--- src/rtl/ssl_pkg.sv ---
`timescale 1ns / 1ps
// ----------------------------------------------------------------------------
// ssl_pkg
// Shared types, codes and tables of the seven-segment lcd formatter.
// ----------------------------------------------------------------------------
package ssl_pkg;

    localparam int RAM_WORDS_DEF = 18;
    localparam int DIGIT_COUNT   = 4;
    localparam int SEG_COUNT     = 7;

    localparam logic [2:0] ACT_CLEAR     = 3'd0;
    localparam logic [2:0] ACT_PAIRS     = 3'd1;
    localparam logic [2:0] ACT_PREFIX    = 3'd2;
    localparam logic [2:0] ACT_ERROR     = 3'd3;
    localparam logic [2:0] ACT_INDICATOR = 3'd4;

    localparam logic [2:0] IND_WORK  = 3'd3;
    localparam logic [2:0] IND_COLON = 3'd4;
    localparam logic [2:0] IND_TIME  = 3'd5;

    localparam logic [4:0] IND_WORD_A = 5'd14;
    localparam logic [4:0] IND_WORD_B = 5'd15;
    localparam logic [4:0] ZERO_WORD_LO = 5'd13;
    localparam logic [4:0] ZERO_WORD_HI = 5'd15;

    localparam logic [6:0]  SEG_DASH   = 7'h40;
    localparam logic [6:0]  SEG_E      = 7'h79;
    localparam logic [6:0]  SEG_R      = 7'h50;
    localparam logic [15:0] NUM_LIMIT  = 16'd999;
    localparam logic [7:0]  PAIR_SKIP  = 8'hFF;
    localparam logic [7:0]  ERR_LIMIT  = 8'd99;
    localparam logic [2:0]  NO_SLOT    = 3'd7;

    // ram word of each segment, a through g
    localparam logic [4:0] SEG_WORD [SEG_COUNT] = '{
        5'd0, 5'd1, 5'd2, 5'd3, 5'd4, 5'd5, 5'd13
    };

    typedef struct packed {
        logic [2:0]  action;
        logic [7:0]  value_a;
        logic [15:0] value_b;
        logic [2:0]  indicator;
        logic        indicator_on;
    } t_in_req;

    typedef struct packed {
        logic [4:0] ram_address;
        logic [3:0] ram_nibble;
        logic       last_write;
    } t_out_req;

    typedef enum logic [2:0] {
        ST_IDLE,
        ST_DIV0,
        ST_DIV1,
        ST_CLEAR,
        ST_EMIT
    } t_state;

    typedef struct packed {
        logic busy;
        logic div_first;
        logic div_second;
        logic frame_go;
        logic clear_pass;
        logic last;
    } t_ctrl;

    // segments gfedcba of a decimal digit, blank for 10 and up
    function automatic logic [6:0] glyph_of(input logic [6:0] d);
        logic [6:0] g;
        case (d)
            7'd0:    g = 7'h3F;
            7'd1:    g = 7'h06;
            7'd2:    g = 7'h5B;
            7'd3:    g = 7'h4F;
            7'd4:    g = 7'h66;
            7'd5:    g = 7'h6D;
            7'd6:    g = 7'h7D;
            7'd7:    g = 7'h07;
            7'd8:    g = 7'h7F;
            7'd9:    g = 7'h6F;
            default: g = 7'h00;
        endcase
        return g;
    endfunction

    // segment slot held by a ram word, NO_SLOT when none
    function automatic logic [2:0] seg_slot(input logic [4:0] a);
        logic [2:0] s;
        s = NO_SLOT;
        for (int i = 0; i < SEG_COUNT; i++) begin
            if (a == SEG_WORD[i]) s = 3'(i);
        end
        return s;
    endfunction

endpackage

--- src/rtl/ssl_div10.sv ---
`timescale 1ns / 1ps
// ----------------------------------------------------------------------------
// ssl_div10
// Shared divide-by-ten unit: quotient and remainder of a 10-bit value.
// ----------------------------------------------------------------------------
module ssl_div10 (
    input  logic [9:0] i_value,
    output logic [6:0] o_quot,
    output logic [3:0] o_rem
);

    logic [17:0] prod;
    logic [9:0]  quot_x10;

    // x / 10 == (x * 205) >> 11 for x below 1029
    assign prod     = 18'(i_value) * 18'd205;
    assign o_quot   = prod[17:11];
    assign quot_x10 = 10'({o_quot, 3'b000}) + 10'({o_quot, 1'b0});
    assign o_rem    = 4'(i_value - quot_x10);

endmodule

--- src/rtl/ssl_seq.sv ---
`timescale 1ns / 1ps
// ----------------------------------------------------------------------------
// ssl_seq
// Sequencer: two divide steps for pair, prefix and error actions, a clear pass for errors, then one frame per word.
// ----------------------------------------------------------------------------
module ssl_seq
    import ssl_pkg::*;
#(
    parameter int RAM_WORDS = RAM_WORDS_DEF,
    parameter int ADDR_W    = $clog2(RAM_WORDS)
) (
    input  logic              i_clk,
    input  logic              i_rst_n,
    input  logic              i_start,
    input  logic [2:0]        i_new_action,
    input  logic [2:0]        i_action,
    input  logic              i_slot_free,
    output t_ctrl             o_ctrl,
    output logic [ADDR_W-1:0] o_addr
);

    localparam logic [ADDR_W-1:0] LAST_ADDR = ADDR_W'(RAM_WORDS - 1);

    t_state            r_state, n_state;
    logic [ADDR_W-1:0] r_addr, n_addr;
    logic              at_last;

    assign at_last = (r_addr == LAST_ADDR);

    always_comb begin
        n_state = r_state;
        case (r_state)
            ST_IDLE: begin
                if (i_start) begin
                    case (i_new_action)
                        ACT_CLEAR, ACT_INDICATOR:        n_state = ST_EMIT;
                        ACT_PAIRS, ACT_PREFIX, ACT_ERROR: n_state = ST_DIV0;
                        default:                         n_state = ST_IDLE;
                    endcase
                end
            end
            ST_DIV0: n_state = ST_DIV1;
            ST_DIV1: n_state = (i_action == ACT_ERROR) ? ST_CLEAR : ST_EMIT;
            ST_CLEAR: begin
                if (i_slot_free && at_last) n_state = ST_EMIT;
            end
            ST_EMIT: begin
                if (i_slot_free && at_last) n_state = ST_IDLE;
            end
            default: n_state = ST_IDLE;
        endcase
    end

    always_comb begin
        o_ctrl = '0;
        case (r_state)
            ST_IDLE: o_ctrl.busy = 1'b0;
            ST_DIV0: begin
                o_ctrl.busy      = 1'b1;
                o_ctrl.div_first = 1'b1;
            end
            ST_DIV1: begin
                o_ctrl.busy       = 1'b1;
                o_ctrl.div_second = 1'b1;
            end
            ST_CLEAR: begin
                o_ctrl.busy       = 1'b1;
                o_ctrl.frame_go   = i_slot_free;
                o_ctrl.clear_pass = 1'b1;
            end
            ST_EMIT: begin
                o_ctrl.busy     = 1'b1;
                o_ctrl.frame_go = i_slot_free;
                o_ctrl.last     = at_last;
            end
            default: o_ctrl = '0;
        endcase
    end

    always_comb begin
        n_addr = r_addr;
        if (o_ctrl.frame_go) begin
            n_addr = at_last ? '0 : r_addr + 1'b1;
        end
    end

    always_ff @(posedge i_clk) begin
        if (!i_rst_n) begin
            r_state <= ST_IDLE;
            r_addr  <= '0;
        end else begin
            r_state <= n_state;
            r_addr  <= n_addr;
        end
    end

    assign o_addr = r_addr;

endmodule

--- src/rtl/seven_segment_lcd_formatter.sv ---
`timescale 1ns / 1ps
// ----------------------------------------------------------------------------
// seven_segment_lcd_formatter
// Formats display actions into segment ram write frames for a 4-digit lcd.
// ----------------------------------------------------------------------------
// Usage
//   Input channel i_in_valid / o_in_stall / i_in_data carries one action
//   request. Output channel o_out_valid / i_out_stall / o_out_data carries
//   write frames (address, nibble, last flag); every action emits one frame
//   per ram word from address 0 upward, and the error action emits a
//   zeroed frame set first. Actions 5 to 7 are taken and dropped.
//   Timing: the request is taken, the shared divide-by-ten unit runs
//   two steps (pair, prefix and error actions), then one frame is
//   produced per cycle into the output register while the output does
//   not stall; each frame also updates that ram word. Clear and
//   indicator actions skip the divide steps and go straight to the
//   frames. o_in_stall is high for the whole time a request is in work.
//   Reset loads the segment ram with all ones except words 13 to 15 at
//   zero. A stall on the output holds the frame and pauses the sequencer.
// ----------------------------------------------------------------------------
module seven_segment_lcd_formatter
    import ssl_pkg::*;
#(
    parameter int RAM_WORDS = RAM_WORDS_DEF
) (
    input  logic     i_clk,
    input  logic     i_rst_n,
    input  logic     i_in_valid,
    output logic     o_in_stall,
    input  t_in_req  i_in_data,
    output logic     o_out_valid,
    input  logic     i_out_stall,
    output t_out_req o_out_data
);

    localparam int ADDR_W = $clog2(RAM_WORDS);

    t_ctrl             ctrl;
    logic [ADDR_W-1:0] addr;
    logic [4:0]        addr5;
    logic              in_acc;
    logic              slot_free;

    t_in_req    r_req;
    logic [6:0] r_q0, r_q1;
    logic [3:0] r_r0, r_r1;
    logic [3:0] r_ram [RAM_WORDS];
    t_out_req   r_out;
    logic       r_out_valid;

    logic [9:0] div_in;
    logic [6:0] div_q;
    logic [3:0] div_r;

    logic [6:0]             glyph [DIGIT_COUNT];
    logic [DIGIT_COUNT-1:0] wmask;
    logic                   big;
    logic [2:0]             slot;
    logic [3:0]             base;
    logic [3:0]             n_nib;

    assign in_acc     = i_in_valid && !ctrl.busy;
    assign slot_free  = !r_out_valid || !i_out_stall;
    assign o_in_stall = ctrl.busy;

    ssl_seq #(
        .RAM_WORDS (RAM_WORDS),
        .ADDR_W    (ADDR_W)
    ) u_seq (
        .i_clk        (i_clk),
        .i_rst_n      (i_rst_n),
        .i_start      (in_acc),
        .i_new_action (i_in_data.action),
        .i_action     (r_req.action),
        .i_slot_free  (slot_free),
        .o_ctrl       (ctrl),
        .o_addr       (addr)
    );

    // first pass splits value_a (or the prefix number), second the right pair
    // or the hundreds out of the first quotient
    always_comb begin
        if (ctrl.div_second) begin
            div_in = (r_req.action == ACT_PREFIX) ? 10'(r_q0) : 10'(r_req.value_b[7:0]);
        end else begin
            div_in = (r_req.action == ACT_PREFIX) ? r_req.value_b[9:0] : 10'(r_req.value_a);
        end
    end

    ssl_div10 u_div (
        .i_value (div_in),
        .o_quot  (div_q),
        .o_rem   (div_r)
    );

    always_ff @(posedge i_clk) begin
        if (in_acc) r_req <= i_in_data;
        if (ctrl.div_first) begin
            r_q0 <= div_q;
            r_r0 <= div_r;
        end
        if (ctrl.div_second) begin
            r_q1 <= div_q;
            r_r1 <= div_r;
        end
    end

    // digit glyphs and which digits this action rewrites
    assign big = (r_req.value_b > NUM_LIMIT);

    always_comb begin
        for (int p = 0; p < DIGIT_COUNT; p++) glyph[p] = '0;
        wmask = '0;
        case (r_req.action)
            ACT_PAIRS: begin
                glyph[0] = glyph_of(r_q0);
                glyph[1] = glyph_of(7'(r_r0));
                glyph[2] = glyph_of(r_q1);
                glyph[3] = glyph_of(7'(r_r1));
                wmask[0] = (r_req.value_a != PAIR_SKIP);
                wmask[1] = (r_req.value_a != PAIR_SKIP);
                wmask[2] = (r_req.value_b[7:0] != PAIR_SKIP);
                wmask[3] = (r_req.value_b[7:0] != PAIR_SKIP);
            end
            ACT_PREFIX: begin
                glyph[0] = r_req.value_a[6:0];
                if (big) begin
                    glyph[1] = SEG_DASH;
                    glyph[2] = SEG_DASH;
                    glyph[3] = SEG_DASH;
                end else begin
                    glyph[1] = (r_q1 == 7'd0) ? 7'h00 : glyph_of(r_q1);
                    glyph[2] = (r_q1 == 7'd0 && r_r1 == 4'd0) ? 7'h00 : glyph_of(7'(r_r1));
                    glyph[3] = glyph_of(7'(r_r0));
                end
                wmask = '1;
            end
            ACT_ERROR: begin
                glyph[0] = SEG_E;
                glyph[1] = SEG_R;
                if (r_req.value_a < ERR_LIMIT) begin
                    glyph[2] = glyph_of(r_q0);
                    glyph[3] = glyph_of(7'(r_r0));
                end else begin
                    glyph[2] = SEG_E;
                    glyph[3] = SEG_R;
                end
                wmask = '1;
            end
            default: wmask = '0;
        endcase
    end

    assign addr5 = 5'(addr);
    assign slot  = seg_slot(addr5);
    assign base  = r_ram[addr];

    // new content of the word being sent; digit pos owns bit 3-pos
    always_comb begin
        n_nib = base;
        if (ctrl.clear_pass) begin
            n_nib = '0;
        end else begin
            case (r_req.action)
                ACT_CLEAR: n_nib = '0;
                ACT_PAIRS, ACT_PREFIX, ACT_ERROR: begin
                    if (slot != NO_SLOT) begin
                        for (int p = 0; p < DIGIT_COUNT; p++) begin
                            if (wmask[p]) n_nib[3-p] = glyph[p][slot];
                        end
                    end
                end
                ACT_INDICATOR: begin
                    if (addr5 == IND_WORD_A && r_req.indicator <= IND_WORK) begin
                        n_nib[~r_req.indicator[1:0]] = r_req.indicator_on;
                    end else if (addr5 == IND_WORD_B && r_req.indicator == IND_COLON) begin
                        n_nib[3] = r_req.indicator_on;
                    end else if (addr5 == IND_WORD_B && r_req.indicator == IND_TIME) begin
                        n_nib[2] = r_req.indicator_on;
                    end
                end
                default: n_nib = base;
            endcase
        end
    end

    always_ff @(posedge i_clk) begin
        if (!i_rst_n) begin
            for (int i = 0; i < RAM_WORDS; i++) begin
                r_ram[i] <= (5'(i) >= ZERO_WORD_LO && 5'(i) <= ZERO_WORD_HI) ? 4'h0 : 4'hF;
            end
        end else if (ctrl.frame_go) begin
            r_ram[addr] <= n_nib;
        end
    end

    always_ff @(posedge i_clk) begin
        if (!i_rst_n) begin
            r_out_valid <= 1'b0;
        end else if (ctrl.frame_go) begin
            r_out_valid <= 1'b1;
        end else if (!i_out_stall) begin
            r_out_valid <= 1'b0;
        end
    end

    always_ff @(posedge i_clk) begin
        if (ctrl.frame_go) begin
            r_out.ram_address <= addr5;
            r_out.ram_nibble  <= n_nib;
            r_out.last_write  <= ctrl.last;
        end
    end

    assign o_out_valid = r_out_valid;
    assign o_out_data  = r_out;

    // a new frame never overwrites one the receiver has not taken
    a_no_overwrite: assert property (@(posedge i_clk) disable iff (!i_rst_n)
        ctrl.frame_go |-> (!r_out_valid || !i_out_stall))
        else $error("frame loaded over a pending frame");

    // frames only come while a request is in work
    a_frame_busy: assert property (@(posedge i_clk) disable iff (!i_rst_n)
        ctrl.frame_go |-> ctrl.busy)
        else $error("frame produced while idle");

    // the closing frame is always the top ram word
    a_last_addr: assert property (@(posedge i_clk) disable iff (!i_rst_n)
        (o_out_valid && o_out_data.last_write) |->
            (o_out_data.ram_address == 5'(RAM_WORDS - 1)))
        else $error("last frame not at top address");

    // after the last frame is loaded the block takes requests again
    a_free_after_last: assert property (@(posedge i_clk) disable iff (!i_rst_n)
        (ctrl.frame_go && ctrl.last) |=> !ctrl.busy)
        else $error("sequencer busy after last frame");

    a_addr_range: assert property (@(posedge i_clk) disable iff (!i_rst_n)
        o_out_valid |-> (o_out_data.ram_address < 5'(RAM_WORDS)))
        else $error("frame address out of range");

endmodule

--- config.mk ---
export PLATFORM = sky130hd
export DESIGN_NAME = seven_segment_lcd_formatter
export DESIGN_NICKNAME = d
export VERILOG_FILES = /design/src/rtl/ssl_pkg.sv /design/src/rtl/ssl_div10.sv /design/src/rtl/ssl_seq.sv /design/src/rtl/seven_segment_lcd_formatter.sv
export SDC_FILE = /design/constraint.sdc
export NUM_CORES = 1
export LEC_CHECK = 0
export ABC_AREA = 1
export ABC_CLOCK_PERIOD_IN_PS = 12200
export BUFFER_PORTS_ARGS = -buffer_cell sky130_fd_sc_hd__buf_2
export CORE_UTILIZATION = 40
export DETAILED_ROUTE_END_ITERATION = 12
export RECOVER_POWER = 50
export SYNTH_ARGS = -nofsm -noshare
export SYNTH_HDL_FRONTEND = slang
export SYNTH_SLANG_ARGS = --single-unit
--- constraint.sdc ---
create_clock -name i_clk -period 12.2 [get_ports i_clk]
set_input_delay 0.61 -clock i_clk [delete_from_list [all_inputs] [get_ports i_clk]]
set_output_delay 0.61 -clock i_clk [all_outputs]
set_load 0.02 [all_outputs]
### Word level (Yosys, flattened, before mapping)

Memories as Yosys holds them, arrays and structs flattened. A register that Yosys moved wholly into a read port is not among the register bits.
Index checks and enable logic that the tools add are counted.

| operators by class | value |
|---|---|
| add/sub/neg operators | 3 |
| multipliers | 1 |
| div/mod/pow operators | 0 |
| $lt $le $gt $ge | 6 |
| equality and inequality tests | 30 |
| shifts and indexed selects | 0 |
| mux-type cells | 75 |
| bitwise operators | 1 |
| reductions and logical operators | 27 |

Operator list:

| operator | number |
|---|---|
| $pmux 28 s3 | 1 |
| $mux 4 | 12 |
| $mux 7 | 6 |
| $mux 3 | 11 |
| $mux 1 | 24 |
| $mux 21 | 1 |
| $mux 10 | 2 |
| $mux 5 | 4 |
| $eq 3x2->1 const B | 6 |
| $mul 10x8->18 const B | 1 |
| $gt 16x10->1 const B | 1 |
| $ne 8x8->1 const B | 2 |
| $eq 3x3->1 const B | 5 |
| $eq 5x4->1 const B | 3 |
| $logic_not 3->1 | 5 |
| $pmux 3 s5 | 1 |
| $mux 14 | 1 |
| $bmux 1 s3 | 4 |
| $pmux 4 s3 | 1 |
| $eq 5x2->1 const B | 2 |
| $eq 5x3->1 const B | 2 |
| $eq 3x1->1 const B | 3 |
| $lt 8x7->1 const B | 1 |
| $mux 8 | 1 |
| other kinds (28) | 43 |

| storage, ports and cells | value |
|---|---|
| flip-flop bits (word level) | 72 |
| latch bits | 0 |
| RAM bits | 72 |
| bits in read-only memories | 1,008 |
| bits of input ports | 35 |
| output and inout bits | 12 |
| word-level logic and storage cells | 168 |
| memories kept | 10 |

Memories:

| name | depth | bits a word | rd ports | clocked after Yosys merged registers in | write ports | line | text |
|---|---|---|---|---|---|---|---|
| (name not given) | 16 | 7 | 1 | 1 | 0 | ssl_pkg.sv:74 | `case (d)` |
| (name not given) | 16 | 7 | 1 | 1 | 0 | ssl_pkg.sv:74 |  |
| (name not given) | 16 | 7 | 1 | 1 | 0 | ssl_pkg.sv:74 |  |
| (name not given) | 16 | 7 | 1 | 1 | 0 | ssl_pkg.sv:74 |  |
| (name not given) | 16 | 7 | 1 | 1 | 0 | ssl_pkg.sv:74 |  |
| (name not given) | 16 | 7 | 1 | 1 | 0 | ssl_pkg.sv:74 |  |
| +4 memories | -- | -- | -- | -- | -- | -- |  |

### Logic depth before layout (Yosys ltp)

Gate-level depths: netlist of run 1.

| depth | value |
|---|---|
| depth after elaboration | 15 |
| mapped depth | 35 |
| gate-level depth less buffers | 34 |

### Hierarchy

From an unflattened synthesis of run 1, not the netlist that was laid out.

| unflattened totals | value |
|---|---|
| cells, all modules | 1,453 |
| area, all modules | 13,058.8 µm² |

Modules (own cells, without submodules):

| module | times used | cells an instance | area each (µm²) | seq. area each (µm²) |
|---|---|---|---|---|
| seven_segment_lcd_formatter | 1 | 1,155 | 10,849.2 | 6,316.1 |
| ssl_div10 | 1 | 216 | 1,691.6 | 0.0 |
| ssl_seq | 1 | 82 | 518.0 | 160.2 |

### Worst setup path after synthesis of run 1

Ideal clock, no wire load.

| timing path | value |
|---|---|
| kind | register -> register |
| from | register u_seq.r_state[0] |
| to | register with a tool-made name |
| setup time | 60 ps |
| arrival | 6,007 ps |
| data required time | 12,140 ps |
| slack | 6,133 ps |
| cell stages (with the launch flop) | 32 |
| buffers on the path | 2 |
| clock period less this slack | 6,067 ps |
| cell sequence | dfxtp_1 -> inv_1 -> nand3_2 -> inv_2 -> buf_2 -> buf_2 -> o21ai_0 -> o21ai_0 -> ha_1 -> ha_1 -> fa_1 -> inv_1 -> fa_1 -> inv_1 -> ha_1 -> nand2_1 -> nor2_1 -> nand4_2 -> nand2_2 -> nand2_1 -> nand2_1 -> nand2_1 -> nand2_1 -> inv_1 -> ha_1 -> o21ai_0 -> inv_1 -> ha_1 -> or2_2 -> nand2_1 -> nand3_1 -> nand2_1 |

RTL lines:

| item | line | text |
|---|---|---|
| start: declaration | ssl_seq.sv:24 | `t_state r_state, n_state;` |
| start signal: assignment | ssl_seq.sv:92 | `r_state <= n_state;` |

==> run_results.csv, run 1 <==
group,metric,value,unit
drt,wl_met2,16700,um
timing,rsz0062_at_grt,"false",
job,cap_violations,4,
clock_network,cts_hold_buf,0,
timing,tightest_slew,3.21,ns
drt,drt_iter0_markers,746,
status,status,"finished with violations",
global_route,grt_overflow,0,
timing,hold_ws,0.223,ns
setup_path,startpoint_type,"flip-flop",
die,dieHeight,184,um
placement,io_buffers,46,
setup_path,end_kind,"flip-flop",
drt,drt-pass1-iter-count,5,
logic_synthesis,synth_seq_cells,233,
die,dieWidth,184,um
die,initial_core_util,40.7,%
drt,route.met3.wl,1870,um
timing,period_minus_slack,7.81,ns
timing,clock.fmax,0.128,GHz
logic_synthesis,avgSynthCellArea,9.28,um2
min_path,min_path_type,"input pin to flip-flop",
setup_path,r2r_slack,4.39,ns
die,core-area,32500,um2
timing,max-slew-margin-rel,-114,%
logic_synthesis,synth-edff-count,191,
setup_path,crit_path_frequent_cell,"nand2_1",
timing,hold_violations,0,
timing,finalCritPeriodShare,64.0,%
layout,fillers,3142,
global_route,grt_usage,20.4,%
clock_network,cts_max_path_buffers,3,
clock_network,cts_setup_buffers,0,
clock_network,cts_resized,0,
logic_synthesis,postSynthNetCount,1559,
global_route,antenna_found_initial,0,
clock_network,cts_root_buffer,"clkbuf_16",
global_route,grt_pass1_wl,53800,um
logic_synthesis,syn_area,13200,um2
layout,multi_input_area,5780,um2
status,violations,"max-capacitance violations, max-slew violations",
setup_path,crit_type,"flip-flop to flip-flop",
clock_network,cts_buffers,27,
setup_path,slowest_delay,1.20,ns
placement,hpwl,24100,um
setup_path,cp_slowest_cell,"inv_1",
drt,via_count,10300,
clock_network,cts_sinks,233,
drt,vias_per_cell,5.34,
logic_synthesis,ys_types,53,
layout,ff_latch_area,6580,um2
timing,slew_viol_final,231,
clock_network,clk_pin_slew_worst_paths,0.06,ns
drt,wl_met1,14300,um
layout,final_core_utilization,44.9,%
die,dieArea,33800,um2
logic_synthesis,async_flop_share,0,%
setup_path,cp.arrival,8.29,ns
drt,dr.max_layer_used,"met4",
drt,totalWireLength,34000,um
timing,setup_tns,0,ns
timing,setup_viol,0,
layout,areaGrowthSynthToFinish,10.2,%
clock_network,clock_latency,0.56,ns
die,rows,66,
clock_network,cts_tree,"yes",
setup_path,cp_max_fo,33,
drt,drc_errors,0,
layout,finalNetCount,1588,
global_route,grt_pass1_vias,10000,
setup_path,cp.required,12.68,ns
layout,drive_above_1_share,9.88,%
logic_synthesis,synth_cells,1428,
placement,gp_congestion,0.897,
logic_synthesis,ys_seq_area_share,49.7,%
logic_synthesis,ys.flop_type,"edfxtp_1",
logic_synthesis,yosysWarnings,0,
clock_network,htree_levels,1,
die,io_pins,47,
timing,fin_worst_skew,0.0236,ns
drt,ant_nets,0,
global_route,grt_max_degree,76,
layout,antenna_cells,0,
drt,wire_per_inst,17.7,um
## synth_stat cells, drive strengths merged, types with 17 or more instances
library cell  count  area share [%]
nand2           257             7.8
edfxtp          191              43
nor2            171             5.2
nand3           160             6.6
inv             153             4.3
o21ai           136             5.4
ha               80             7.6
a21oi            48             1.8
dfxtp            42             6.3
clkbuf           27            0.77
buf              24             1.2
o221ai           22             1.5
o211ai           17            0.96
## placed cells by master (no fill, tap or decap), types with 3 or more instances in the layout
cell and instances:
o221ai_1 22, inv_1 143, nor2_2 7, o211ai_1 17, nor4_1 4, a21oi_1 47
fa_1 16, a31oi_1 7, or2_2 9, ha_1 80, nand2_1 240, clkinv_1 5
buf_2 31, nand2_2 11, nand4_1 11, clkbuf_1 22, o21ai_0 117, o21ai_2 6
xnor2_1 3, edfxtp_1 191, clkinv_2 5, a22oi_1 3, xor2_1 7, clkinv_4 3
nand3_2 10, nand3_1 150, inv_2 9, o22ai_1 7, nor3_1 9, nor2_1 163
clkinvlp_4 6, clkbuf_16 27, dfxtp_1 41, o21ai_1 12, nand2_4 6
## path summary, 6_finish.rpt
kind                                      end              from  cells past startpoint
worst min register to register  o_out_data[5]   u_seq.o_addr[0]                      0
worst max-delay path                flip-flop  u_seq.r_state[1]                     30
worst min-delay path                 r_req[4]      i_in_data[4]                      1
worst max register to register      flip-flop  u_seq.r_state[1]                     30
## worst max-delay path, delay by kind of cell (launching register included)
kind,cells,cell delay (ns)
xor gates and xnor gates,1,0.16
DFF,1,0.44
AOI/OAI and AO/OA,2,0.67
adders and majority gates,7,2.62
and+or+nand+nor,14,2.14
buffers and inverters,6,1.69
## kinds of logic after synthesis
logic type / Yosys count / share of synthesized area (%)
and+or+nand+nor: 630 / 21.7
AOI/OAI and AO/OA: 252 / 11.3
DFF: 233 / 49.7
buffers and inverters: 205 / 6.38
adders and majority gates: 96 / 9.98
xor gates and xnor gates: 12 / 0.992
## per-stage QoR
| stage | instances | instance area, um2 | worst slack (ns) |
|---|---|---|---|
| final | 1920 | 14600 | 4.39 |
| after global routing | 1920 | 14600 | 3.73 |
| after CTS | 1920 | 14700 | 5.18 |
| after detailed placement | 1870 | 13800 | 5.25 |
| after global placement | 1870 | 13800 | 5.40 |
| after floorplan | 1428 | 13200 | 6.13 |
## layer usage
layer / track usage (%) / vias up
met3: 2.85 / 77
li1: - / 4986
met5: 0 / -
met2: 35.6 / 315
met1: 25.6 / 4881
met4: 7.20 / 0
## layout make-up
class / count / share of cell area, %
Tap cell: 442 / 3.79
Inverter: 154 / 3.96
Multi-Input combinational cell: 990 / 39.6
Sequential cell: 233 / 45.1
Clock inverter: 20 / 1.29
Clock buffer: 30 / 4.70
Timing Repair Buffer: 51 / 1.60
Power of run 1 is not shown: default switching activity piles up to over one toggle a cycle in this logic, so the estimate is an artifact.
==> run 2, diff against run 1 <==
Settings changed: ABC_CLOCK_PERIOD_IN_PS 12200 to 7000.
Clock period 12.2 ns to 7 ns, I/O delays scaled along.
==> run 2 against run 1 <==
The flow still finishes with violations (max-capacitance violations, max-slew violations). Critical path depth is 2 higher. Sequential share of layout area is 0.89 points lower. Final area is 2.0% higher. Wire length is 0.71% lower. Utilization is 0.90 points higher. Final cell count is 1.5% higher. Sequential cell count stayed put.
==> run_results.csv, run 2 (same netlist as run 1, synthesis figures left out) <==
group,metric,value,unit
status,violations,"max-capacitance violations, max-slew violations",
clock_network,clk_pin_slew_worst_paths,0.06,ns
setup_path,startpoint_type,"flip-flop",
setup_path,cp_slowest_cell,"fa_1",
timing,hold_violations,0,
placement,dp_slack,0.646,ns
drt,wire_per_inst,17.3,um
clock_network,clock_latency,0.54,ns
clock_network,cts_sinks,233,
drt,via_count,10200,
drt,totalWireLength,33800,um
global_route,grt_pass1_wl,53900,um
setup_path,crit_path_frequent_cell,"inv_1",
job,cap_violations,3,
clock_network,cts_tree,"yes",
die,io_pins,47,
timing,setup_viol,0,
timing,finalCritPeriodShare,92.5,%
drt,drc_errors,0,
setup_path,worstReg2RegStart,"r_req[30]",
layout,fillers,3180,
clock_network,cts_setup_buffers,0,
timing,rsz0062_at_grt,"false",
timing,tightest_slew,3.06,ns
setup_path,end_kind,"flip-flop",
placement,io_buffers,46,
layout,postLayoutCellArea,14900,um2
clock_network,cts_root_buffer,"clkbuf_16",
setup_path,rr_worst_depth,32,
die,rows,66,
clock_network,cts_max_path_buffers,3,
layout,layout_commonest_cell,"nand2_1",
min_path,min_path_type,"input pin to flip-flop",
global_route,antenna_found_initial,0,
clock_network,cts_resized,0,
timing,setup_tns,0,ns
drt,vias_per_cell,5.24,
layout,antenna_cells,0,
setup_path,cp_max_fo,14,
layout,areaGrowthSynthToFinish,12.4,%
clock_network,htree_levels,1,
global_route,grt_usage,20.3,%
clock_network,cts_buffers,27,
global_route,grt_max_degree,65,
setup_path,crit_type,"flip-flop to flip-flop",
status,status,"finished with violations",
timing,max-slew-margin-rel,-105,%
die,dieHeight,184,um
setup_path,cp.required,7.42,ns
setup_path,cp.arrival,6.89,ns
placement,hpwl,23600,um
placement,post_dp_cell_area,13800,um2
die,core-area,32500,um2
setup_path,slowest_delay,0.54,ns
timing,period_minus_slack,6.48,ns
die,dieWidth,184,um
die,dieArea,33800,um2
timing,setup_slack,0.522,ns
layout,finalNetCount,1619,
global_route,grt_pass1_vias,9919,
timing,fin_worst_skew,0.0154,ns
timing,slew_viol_final,85,
min_path,min_path_cells,1,
global_route,grt_overflow,0,
min_path,hp-start,"i_in_data[1]",
drt,ant_nets,0,
layout,drive_above_1_share,9.49,%
setup_path,crit_path_start,"r_req[30]",
placement,gp_congestion,0.916,
timing,clock.fmax,0.154,GHz
die,initial_core_util,40.7,%
layout,layout_common_cells,"242 x nand2_1, 191 x edfxtp_1, 161 x nor2_1",
drt,drt-pass1-iter-count,5,
drt,drt_iter0_markers,720,
-- run 2: cell types whose count changed in the layout (fill, tap and decap cells not counted), sizes merged --
| cell | change |
|---|---|
| clkbuf | +4 |
| clkinvlp | -4 |
| dlygate4sd3 | +27 |
| bufinv | +1 |
| buf | +5 |
| clkinv | -4 |
-- run 2: what timing repair did --
item / in CTS / in global routing
hold buffers: 27 / 0
endpoints found under the hold margin: 27 / 0
setup endpoints to repair: 0 / 0
-- run 2: worst paths after layout --
kind	slack, ns	endpoint
worst max-delay path	0.52	flip-flop
worst min-delay path	0.06	r_req[1]
worst min register to register	0.57	o_out_data[9]
worst max register to register	0.52	flip-flop
-- run 2: cell type report --
class	instances	area [um2]	share of cell area [%]
Timing Repair Buffer	82	543	3.65
Clock inverter	13	144	0.966
Clock buffer	35	706	4.74
Sequential cell	233	6580	44.2
Tap cell	442	553	3.71
Multi-Input combinational cell	990	5790	38.9
Inverter	154	578	3.88
-- run 2: per-stage QoR --
| stage | hold WS (ns) | std cells | utilization, % |
|---|---|---|---|
| floorplan | 0.409 | 1428 | - |
| global route | 0.0550 | 1949 | 45.8 |
| detailed placement | 0.528 | 1874 | 42.6 |
| CTS | 0.0162 | 1949 | 46.0 |
| global placement | 0.527 | 1874 | 42.6 |
| finish | 0.0574 | 1949 | 45.8 |
-- run 2: critical path, delay by kind of cell, from the launching register on --
kind            cells  cell delay [ns]
simple gates        9             1.17
fa+ha+maj           6             2.51
flops               1             0.48
buf+inv             8             0.78
compound gates      8             1.06
xor+xnor            1             0.34
-- run 2: layer usage --
metal	track usage (%)	vias to the layer above	part of all wire (%)
li1	-	5047	-
met1	26.5	4813	44
met2	35.1	290	49
met3	2.97	56	5.4
met4	5.27	0	2.1
met5	0	-	0
Power of run 2 is left out for the same reason.
